File: config.mk
export PLATFORM = sky130hd
export DESIGN_NAME = first_hit_coincidence_gate
export DESIGN_NICKNAME = d
export VERILOG_FILES = /design/src/sv/fhcg_pkg.sv /design/src/sv/fhcg_ram.sv /design/src/sv/fhcg_event.sv /design/src/sv/fhcg_scan.sv /design/src/sv/first_hit_coincidence_gate.sv
export SDC_FILE = /design/constraint.sdc
export NUM_CORES = 2
export LEC_CHECK = 0
export BUFFER_PORTS_ARGS = -buffer_cell sky130_fd_sc_hd__buf_4
export CAP_MARGIN = 5
export CORE_MARGIN = 5
export CORE_UTILIZATION = 35
export CTS_BUF_LIST = sky130_fd_sc_hd__clkbuf_16
export CTS_CLUSTER_DIAMETER = 150
export DETAILED_ROUTE_END_ITERATION = 7
export HOLD_SLACK_MARGIN = 0.06
export PLACE_DENSITY = 0.5
export SLEW_MARGIN = 20
export SYNTH_ARGS = -nofsm -noshare
export SYNTH_HDL_FRONTEND = slang
export SYNTH_HIERARCHICAL = 1
export SYNTH_SLANG_ARGS = --single-unit
File: constraint.sdc
create_clock -name i_clk -period 7.81 [get_ports i_clk]
set_clock_uncertainty 0.1 [all_clocks]
set_input_delay 0.3905 -clock i_clk [delete_from_list [all_inputs] [get_ports i_clk]]
set_output_delay 0.3905 -clock i_clk [all_outputs]
set_load 0.02 [all_outputs]
File: src/sv/fhcg_pkg.sv
`timescale 1ns / 1ps

package fhcg_pkg;

    // Detector geometry.
    localparam int unsigned POSITIONS             = 16;
    localparam int unsigned CRYSTALS_PER_POSITION = 4;
    localparam int unsigned NUM_CRYSTALS          = POSITIONS * CRYSTALS_PER_POSITION;

    // Field widths.
    localparam int unsigned CRYSTAL_W = 6;
    localparam int unsigned TIME_W    = 32;
    localparam int unsigned GATE_W    = 31;
    localparam int unsigned MASK_W    = 64;
    localparam int unsigned COUNT_W   = 7;
    localparam int unsigned LIMIT_W   = TIME_W + 1;

    localparam int unsigned MIN_SURVIVORS = 2;

    // Stream payload widths, padded to whole bytes.
    localparam int unsigned IN_TDATA_W  = 40;
    localparam int unsigned OUT_TDATA_W = 72;

    // Configuration register indexes.
    localparam logic CFG_GATE_TICKS      = 1'b0;
    localparam logic CFG_CORRELATED_MODE = 1'b1;

    // Last crystal visited by the evaluation pass.
    localparam logic [CRYSTAL_W-1:0] LAST_IDX = CRYSTAL_W'(NUM_CRYSTALS - 1);

    // Per-event bookkeeping held outside the time memory.
    typedef struct packed {
        logic [MASK_W-1:0] valid_mask;
        logic [MASK_W-1:0] raw_mask;
        logic [TIME_W-1:0] earliest;
    } t_event;

    // Write port of the time memory.
    typedef struct packed {
        logic                 we;
        logic [CRYSTAL_W-1:0] addr;
        logic [TIME_W-1:0]    data;
    } t_ram_wr;

endpackage

File: src/sv/fhcg_ram.sv
`timescale 1ns / 1ps

module fhcg_ram #(
    parameter int unsigned WIDTH = 32,
    parameter int unsigned DEPTH = 64
) (
    input  logic                     i_clk,
    input  logic                     i_we,
    input  logic [$clog2(DEPTH)-1:0] i_waddr,
    input  logic [WIDTH-1:0]         i_wdata,
    input  logic [$clog2(DEPTH)-1:0] i_raddr,
    output logic [WIDTH-1:0]         o_rdata
);

    logic [WIDTH-1:0] r_mem [DEPTH];
    logic [WIDTH-1:0] r_rdata;

    always_ff @(posedge i_clk) begin
        if (i_we) begin
            r_mem[i_waddr] <= i_wdata;
        end
        r_rdata <= r_mem[i_raddr];
    end

    assign o_rdata = r_rdata;

endmodule

File: src/sv/fhcg_event.sv
`timescale 1ns / 1ps

module fhcg_event (
    input  logic                                i_clk,
    input  logic                                i_rst_n,
    input  logic                                i_beat,
    input  logic                                i_clear,
    input  logic [fhcg_pkg::CRYSTAL_W-1:0]      i_crystal,
    input  logic                                i_raw_hit,
    input  logic                                i_cal_valid,
    input  logic [fhcg_pkg::TIME_W-1:0]         i_hit_time,
    output fhcg_pkg::t_event                    o_evt,
    output fhcg_pkg::t_ram_wr                   o_wr
);

    logic [fhcg_pkg::MASK_W-1:0] r_valid_mask;
    logic [fhcg_pkg::MASK_W-1:0] r_raw_mask;
    logic [fhcg_pkg::TIME_W-1:0] r_earliest;
    logic                        r_have_earliest;
    logic                        in_range;
    logic                        earlier;

    // Indexes beyond the fitted crystals are dropped from storage.
    assign in_range = ({1'b0, i_crystal} < (fhcg_pkg::CRYSTAL_W + 1)'(fhcg_pkg::NUM_CRYSTALS));
    assign earlier  = !r_have_earliest || ($signed(i_hit_time) < $signed(r_earliest));

    always_ff @(posedge i_clk) begin
        if (!i_rst_n) begin
            r_valid_mask    <= '0;
            r_raw_mask      <= '0;
            r_earliest      <= '0;
            r_have_earliest <= 1'b0;
        end else begin
            priority if (i_clear) begin
                r_valid_mask    <= '0;
                r_raw_mask      <= '0;
                r_earliest      <= '0;
                r_have_earliest <= 1'b0;
            end else if (i_beat && in_range) begin
                if (i_raw_hit) begin
                    r_raw_mask[i_crystal] <= 1'b1;
                end
                if (i_cal_valid) begin
                    r_valid_mask[i_crystal] <= 1'b1;
                    if (earlier) begin
                        r_earliest      <= i_hit_time;
                        r_have_earliest <= 1'b1;
                    end
                end
            end
        end
    end

    assign o_evt.valid_mask = r_valid_mask;
    assign o_evt.raw_mask   = r_raw_mask;
    assign o_evt.earliest   = r_earliest;

    assign o_wr.we   = i_beat && in_range && i_cal_valid;
    assign o_wr.addr = i_crystal;
    assign o_wr.data = i_hit_time;

endmodule

File: src/sv/fhcg_scan.sv
`timescale 1ns / 1ps

module fhcg_scan (
    input  logic                                i_clk,
    input  logic                                i_rst_n,
    input  logic                                i_start,
    input  logic [fhcg_pkg::GATE_W-1:0]         i_gate_ticks,
    input  logic                                i_correlated,
    input  fhcg_pkg::t_event                    i_evt,
    input  logic [fhcg_pkg::TIME_W-1:0]         i_rd_data,
    output logic [fhcg_pkg::CRYSTAL_W-1:0]      o_rd_addr,
    output logic                                o_done,
    output logic [fhcg_pkg::MASK_W-1:0]         o_keep,
    output logic [fhcg_pkg::COUNT_W-1:0]        o_count
);

    logic                           r_prep;
    logic                           r_issue;
    logic                           r_chk;
    logic                           r_done;
    logic [fhcg_pkg::CRYSTAL_W-1:0] r_addr;
    logic [fhcg_pkg::CRYSTAL_W-1:0] r_chk_idx;
    logic [fhcg_pkg::LIMIT_W-1:0]   r_limit;
    logic [fhcg_pkg::MASK_W-1:0]    r_keep;
    logic [fhcg_pkg::COUNT_W-1:0]   r_count;
    logic [fhcg_pkg::LIMIT_W-1:0]   n_limit;
    logic [fhcg_pkg::LIMIT_W-1:0]   stored_ext;
    logic                           in_gate;
    logic                           kept;

    // The limit is formed one bit wider than a time so that it never wraps.
    assign n_limit    = {i_evt.earliest[fhcg_pkg::TIME_W-1], i_evt.earliest}
                      + {2'b00, i_gate_ticks};
    assign stored_ext = {i_rd_data[fhcg_pkg::TIME_W-1], i_rd_data};
    assign in_gate    = $signed(stored_ext) <= $signed(r_limit);
    assign kept       = i_evt.valid_mask[r_chk_idx] && i_evt.raw_mask[r_chk_idx]
                      && (i_correlated ? in_gate : !in_gate);

    always_ff @(posedge i_clk) begin
        if (!i_rst_n) begin
            r_prep  <= 1'b0;
            r_issue <= 1'b0;
            r_chk   <= 1'b0;
            r_done  <= 1'b0;
        end else begin
            // Register the start so that the earliest time has settled before the limit is taken.
            r_prep <= i_start;
            r_chk  <= r_issue;
            r_done <= r_chk && (r_chk_idx == fhcg_pkg::LAST_IDX);
            if (r_prep) begin
                r_issue <= 1'b1;
            end else if (r_issue && (r_addr == fhcg_pkg::LAST_IDX)) begin
                r_issue <= 1'b0;
            end
        end
    end

    always_ff @(posedge i_clk) begin
        if (r_prep) begin
            r_limit <= n_limit;
            r_addr  <= '0;
            r_keep  <= '0;
            r_count <= '0;
        end else begin
            if (r_issue) begin
                r_addr <= r_addr + 1'b1;
            end
            if (r_chk && kept) begin
                r_keep[r_chk_idx] <= 1'b1;
                r_count           <= r_count + 1'b1;
            end
        end
        r_chk_idx <= r_addr;
    end

    assign o_rd_addr = r_addr;
    assign o_done    = r_done;
    assign o_keep    = r_keep;
    assign o_count   = r_count;

endmodule

File: src/sv/first_hit_coincidence_gate.sv
`timescale 1ns / 1ps

// First-hit coincidence gate. Each input beat carries one crystal hit of an event; the
// block stores the hit's calibrated time in a 64-entry memory, sets the raw and valid
// mask bits, and keeps the earliest valid time. The beat with tlast closes the event:
// the block then reads every stored time back, one crystal per cycle, and marks a valid
// and raw hit as kept when its time is at most the earliest time plus gate_ticks
// (correlated_mode 1) or later than that (correlated_mode 0). The result beat carries
// the keep mask, the number kept and an accept flag set when two or more hits survive.
// Hits load at one beat per cycle while the input is ready; after the tlast beat the input
// is held off while the evaluation pass walks the time memory through its single read port,
// one entry a cycle, and for longer if an earlier result still waits in the output
// register. The result sits in that output register, so the next event may load while
// it waits to be taken. Configuration is written through a plain write port (index 0
// gate_ticks, index 1 correlated_mode); write it only while the block is idle, which it does not enforce.
module first_hit_coincidence_gate (
    input  logic                                i_clk,
    input  logic                                i_rst_n,
    // Input beat, tdata from bit 0: crystal[5:0], raw_hit, cal_valid, hit_time[31:0].
    input  logic                                s_axis_tvalid,
    output logic                                s_axis_tready,
    input  logic [fhcg_pkg::IN_TDATA_W-1:0]     s_axis_tdata,
    input  logic                                s_axis_tlast,
    // Result beat, tdata from bit 0: keep_mask[63:0], kept_count[6:0], accept.
    output logic                                m_axis_tvalid,
    input  logic                                m_axis_tready,
    output logic [fhcg_pkg::OUT_TDATA_W-1:0]    m_axis_tdata,
    // Configuration write port.
    input  logic                                i_cfg_we,
    input  logic                                i_cfg_idx,
    input  logic [fhcg_pkg::GATE_W-1:0]         i_cfg_data
);

    localparam logic [1:0] ST_LOAD = 2'd0;
    localparam logic [1:0] ST_SCAN = 2'd1;
    localparam logic [1:0] ST_PUSH = 2'd2;

    logic [1:0]                      r_state;
    logic [1:0]                      n_state;
    logic [fhcg_pkg::GATE_W-1:0]     r_gate_ticks;
    logic                            r_correlated;
    logic                            r_out_valid;
    logic [fhcg_pkg::MASK_W-1:0]     r_out_keep;
    logic [fhcg_pkg::COUNT_W-1:0]    r_out_count;
    logic                            r_out_accept;

    logic                            in_beat;
    logic                            push;
    logic                            out_free;
    fhcg_pkg::t_event                evt;
    fhcg_pkg::t_ram_wr               wr;
    logic [fhcg_pkg::CRYSTAL_W-1:0]  rd_addr;
    logic [fhcg_pkg::TIME_W-1:0]     rd_data;
    logic                            scan_done;
    logic [fhcg_pkg::MASK_W-1:0]     scan_keep;
    logic [fhcg_pkg::COUNT_W-1:0]    scan_count;

    assign s_axis_tready = (r_state == ST_LOAD);
    assign in_beat       = s_axis_tvalid && s_axis_tready;
    assign out_free      = !r_out_valid || m_axis_tready;
    assign push          = (r_state == ST_PUSH) && out_free;

    // Control sequence: load hits, evaluate, hand the result to the output register.
    always_comb begin
        n_state = r_state;
        unique case (r_state)
            ST_LOAD: begin
                if (in_beat && s_axis_tlast) begin
                    n_state = ST_SCAN;
                end
            end
            ST_SCAN: begin
                if (scan_done) begin
                    n_state = ST_PUSH;
                end
            end
            ST_PUSH: begin
                if (out_free) begin
                    n_state = ST_LOAD;
                end
            end
            default: begin
                n_state = ST_LOAD;
            end
        endcase
    end

    always_ff @(posedge i_clk) begin
        if (!i_rst_n) begin
            r_state      <= ST_LOAD;
            r_gate_ticks <= '0;
            r_correlated <= 1'b1;
            r_out_valid  <= 1'b0;
        end else begin
            r_state <= n_state;
            if (i_cfg_we) begin
                unique case (i_cfg_idx)
                    fhcg_pkg::CFG_GATE_TICKS:      r_gate_ticks <= i_cfg_data;
                    fhcg_pkg::CFG_CORRELATED_MODE: r_correlated <= i_cfg_data[0];
                    default: ;
                endcase
            end
            if (push) begin
                r_out_valid <= 1'b1;
            end else if (m_axis_tready) begin
                r_out_valid <= 1'b0;
            end
        end
    end

    always_ff @(posedge i_clk) begin
        if (push) begin
            r_out_keep   <= scan_keep;
            r_out_count  <= scan_count;
            r_out_accept <= (scan_count >= fhcg_pkg::COUNT_W'(fhcg_pkg::MIN_SURVIVORS));
        end
    end

    fhcg_event u_event (
        .i_clk       (i_clk),
        .i_rst_n     (i_rst_n),
        .i_beat      (in_beat),
        .i_clear     (push),
        .i_crystal   (s_axis_tdata[5:0]),
        .i_raw_hit   (s_axis_tdata[6]),
        .i_cal_valid (s_axis_tdata[7]),
        .i_hit_time  (s_axis_tdata[39:8]),
        .o_evt       (evt),
        .o_wr        (wr)
    );

    fhcg_ram #(
        .WIDTH (fhcg_pkg::TIME_W),
        .DEPTH (fhcg_pkg::MASK_W)
    ) u_time_ram (
        .i_clk   (i_clk),
        .i_we    (wr.we),
        .i_waddr (wr.addr),
        .i_wdata (wr.data),
        .i_raddr (rd_addr),
        .o_rdata (rd_data)
    );

    fhcg_scan u_scan (
        .i_clk        (i_clk),
        .i_rst_n      (i_rst_n),
        .i_start      (in_beat && s_axis_tlast),
        .i_gate_ticks (r_gate_ticks),
        .i_correlated (r_correlated),
        .i_evt        (evt),
        .i_rd_data    (rd_data),
        .o_rd_addr    (rd_addr),
        .o_done       (scan_done),
        .o_keep       (scan_keep),
        .o_count      (scan_count)
    );

    assign m_axis_tvalid = r_out_valid;
    assign m_axis_tdata  = {r_out_accept, r_out_count, r_out_keep};

endmodule

==> flow_summary.json <==
{
  "drt_wl_total_um": 277000,
  "gp_congestion": 0.803,
  "timing.final.hold_violations": 0,
  "area.growth.synth_to_final_pct": 16.0,
  "tritoncts": "done",
  "boundary_pins": 152,
  "start_kind": "flip-flop",
  "dpl.hpwl_um": 159000,
  "dr.first_iter.drc_count": 5286,
  "grt_usage_pct": 18.9,
  "rrSetupSlack_ns": 3.61,
  "synth_cells": 5125,
  "critPathKind": "flip-flop to flip-flop",
  "critPathRequiredTime_ns": 8.52,
  "synth_warnings": 6,
  "yosysTopAreaCell": "sky130_fd_sc_hd__edfxtp_1",
  "synth.avg_cell_area_um2": 18.8,
  "max_freq_mhz": 238,
  "routed_via_density": 5.50,
  "critical_path_startpoint": "u_time_ram/o_rdata[25]$_DFF_P_",
  "post-route-period-util_pct": 53.8,
  "arrival_ns": 4.91,
  "tightest_slew_ns": 1.14,
  "ff2ff_path_depth": 11,
  "total_negative_setup_slack_ns": 0,
  "synth_edf_count": 2153,
  "core.rowCount": 192,
  "globalRoute.totalOverflow": 0,
  "max_cap_viol_count": 0,
  "worstSkewPairLatency_ns": 0.94,
  "critical_path.reg2reg.startpoint": "u_time_ram/o_rdata[25]$_DFF_P_",
  "clk_root_buffer_cell": "sky130_fd_sc_hd__clkbuf_16",
  "worst_path_most_repeated_cell": "sky130_fd_sc_hd__buf_4",
  "post_synth_instance_area_um2": 96200,
  "overall_power_uw": 34000,
  "floorplan.initialDensity_pct": 35.2,
  "grt_max_degree": 107,
  "first_global_vias": 50900,
  "power.ir.vdd_worst_v": 0.000274,
  "seq_total_area_yosys_pct": 73.7,
  "synth_async_sr_flop_share_pct": 0,
  "hold_path_startpoint": "s_axis_tdata[22]",
  "yosys.area.top_type_share_pct": 67.2,
  "critPathCapture": "u_scan/o_count[0]$_SDFFE_PP0P_",
  "slew_violations": 0,
  "ys_ff_latch": 2468,
  "tritoncts_num_sinks": 2468,
  "clock_path_buffers": 4,
  "post-route-min-period_ns": 4.20,
  "rsz0062_at_grt": "false",
  "worst_slew_margin_rel_pct": 23.9,
  "final_net_count": 5652,
  "drtPass1Iterations": 6,
  "synth.lib_cells_used.distinct": 87,
  "power.density_nw_per_um2": 304,
  "timing.final.setup_violations": 0,
  "die_y_um": 534,
  "post-synth-top-count-cell": "sky130_fd_sc_hd__edfxtp_1",
  "dr_total_vias": 51100,
  "synthesis.nets": 5301,
  "holdCritPathClass": "input port to flip-flop",
  "drc": 0,
  "avgRoutedWirePerCell_um": 29.8,
  "leakagePower_uw": 0.0354,
  "clk_transition_reported_paths_ns": 0.06,
  "die_w_um": 534,
  "core-area_um2": 274000,
  "place.port_buffers": 151,
  "critPathMaxStageDelay_ns": 0.77,
  "ctsHtreeMaxLevel": 5,
  "cp_cell_sequence": "ha_1 -> nand4_1 -> or3_1 -> or2_2 -> a31o_1 -> and3_1 -> nor4_2 -> buf_4 -> nand2b_2 -> buf_4 -> mux2_2",
  "drive_above_1_share_pct": 23.5,
  "cts_buffers": 283,
  "timing.critical_path.to_type": "flip-flop",
  "die_area_um2": 286000,
  "grt_antenna_before_repair": 11,
  "run_status": "finished clean",
  "synth_top_cells_by_count": "sky130_fd_sc_hd__edfxtp_1 (2153), sky130_fd_sc_hd__mux4_2 (564), sky130_fd_sc_hd__nor2_1 (322), sky130_fd_sc_hd__dfxtp_1 (315), sky130_fd_sc_hd__a21oi_1 (245)",
  "global_route_wire_length_before_repair_um": 388000,
  "post_cts_repair_resize_count": 0,
  "maximum_fanout_count_along_the_critical_path": 65,
  "synth_ff_type": "sky130_fd_sc_hd__edfxtp_1",
  "synthTopCellsByArea": "sky130_fd_sc_hd__edfxtp_1 (67%), sky130_fd_sc_hd__mux4_2 (13%), sky130_fd_sc_hd__dfxtp_1 (6.6%)",
  "cp_slowest_cell": "sky130_fd_sc_hd__dfxtp_1",
  "worstReg2RegEnd": "u_scan/o_count[0]$_SDFFE_PP0P_",
  "number_of_routed_nets_with_antenna_violations": 0
}
==> flip-flops by register name, summed over array words and instances, names as in the netlist <==
name and count:
u_scan/o_keep 64, r_gate_ticks 31, u_scan/r_limit 33, r_correlated 1, u_event/r_have_earliest 1, r_state 2, u_time_ram/r_mem 2048, u_scan/r_chk_idx 6
r_out_keep 64, r_out_accept 1, u_scan/r_issue 1, u_time_ram/o_rdata 32, m_axis_tvalid 1, u_scan/r_prep 1, u_event/r_earliest 32, u_scan/r_chk 1
u_scan/o_done 1, u_event/r_raw_mask 64, u_event/r_valid_mask 64, r_out_count 7, u_scan/o_rd_addr 6, u_scan/o_count 7
==> cells in the final DEF (no fill, tap or decap), drive strengths merged, types with 69 or more instances in the layout <==
| cell type | Yosys | routed |
|---|---|---|
| clkbuf | 119 | 291 |
| mux2i | 143 | 143 |
| buf | 190 | 275 |
| nand2 | 218 | 218 |
| inv | 141 | 212 |
| nor2 | 322 | 322 |
| a21oi | 247 | 247 |
| ha | 97 | 97 |
| o22ai | 92 | 92 |
| o32ai | 69 | 69 |
| mux4 | 564 | 564 |
| dlygate4sd3 | 0 | 100 |
| edfxtp | 2153 | 2153 |
| clkinv | 0 | 98 |
| dfxtp | 315 | 315 |
==> cell families (layout without fill, tap and decap cells) <==
family,Yosys count,count (layout),synth area share (%)
adder cells (fa/ha/maj),98,98,1.28
multiplexers,713,713,14.8
XOR/XNOR,28,28,0.255
other,0,10,0
AO/OA/AOI/OAI,611,611,4.15
flip-flops,2468,2468,73.7
buffers and inverters,450,1005,2.26
AND/OR/NAND/NOR,757,757,3.56
==> critical path, delay by kind of cell, from the launching register on <==
kind,cells,cell delay [ns]
mux,1,0.40
buf+inv,2,0.82
simple gates,6,1.50
fa+ha+maj,1,0.25
flops,1,0.77
compound gates,1,0.21
==> worst min-delay path by stage <==
stage                                                  to  cells after the start
finish                u_event/r_earliest[14]$_SDFFE_PP0P_                      4
floorplan                     u_scan/r_chk_idx[1]$_DFF_P_                      0
global placement                 r_out_keep[47]$_DFFE_PP_                      0
detailed placement               r_out_keep[54]$_DFFE_PP_                      0
CTS                 u_event/r_valid_mask[11]$_SDFFE_PP0P_                      4
global route        u_event/r_valid_mask[43]$_SDFFE_PP0P_                      4
==> per-stage QoR <==
| stage | cell area, µm² | cells | util (%) | setup slack, ns | hold slack [ns] |
|---|---|---|---|---|---|
| after global routing | 112000 | 9270 | 40.8 | 3.44 | 0.106 |
| after global placement | 102000 | 8675 | 37.2 | 3.46 | 0.313 |
| after detailed placement | 102000 | 8678 | 37.2 | 3.52 | 0.313 |
| after floorplan | 96200 | 5125 | - | 2.82 | 0.276 |
| final | 112000 | 9279 | 40.8 | 3.61 | 0.0934 |
| after CTS | 112000 | 9267 | 40.8 | 3.46 | 0.0635 |
==> report_power, final <==
group	switching, µW	leakage [µW]	internal, µW	total [µW]
registers	462	0.0219	14500	14900
logic	3610	0.00900	2880	6490
clock network	5170	0.00450	7350	12500
total	9240	0.0354	24700	34000
==> timing repair <==
action,4_1_cts,5_1_grt
setup endpoints to repair,0,0
endpoints found under the hold margin,1187,0
setup buffers,0,0
hold buffers,100,0
==> cell type report <==
cell class | instances | area (µm²)
diodes | 10 | 25.0
clock buffers | 291 | 7280
clock inverters | 198 | 1420
fillers | 24200 | 162000
inverters | 141 | 529
multi-input cells | 2207 | 23700
flip-flops and latches | 2468 | 71000
well taps | 3589 | 4490
repair buffers | 375 | 3250
==> routing by layer <==
layer | wire length (µm) | share of wire, % | GRT usage, %
met2 | 127000 | 46 | 29.2
met3 | 17900 | 6.5 | 3.15
met1 | 126000 | 46 | 28.2
met4 | 5440 | 2.0 | 4.30
met5 | 0 | 0 | 0
(Power assumes the default switching activity.)
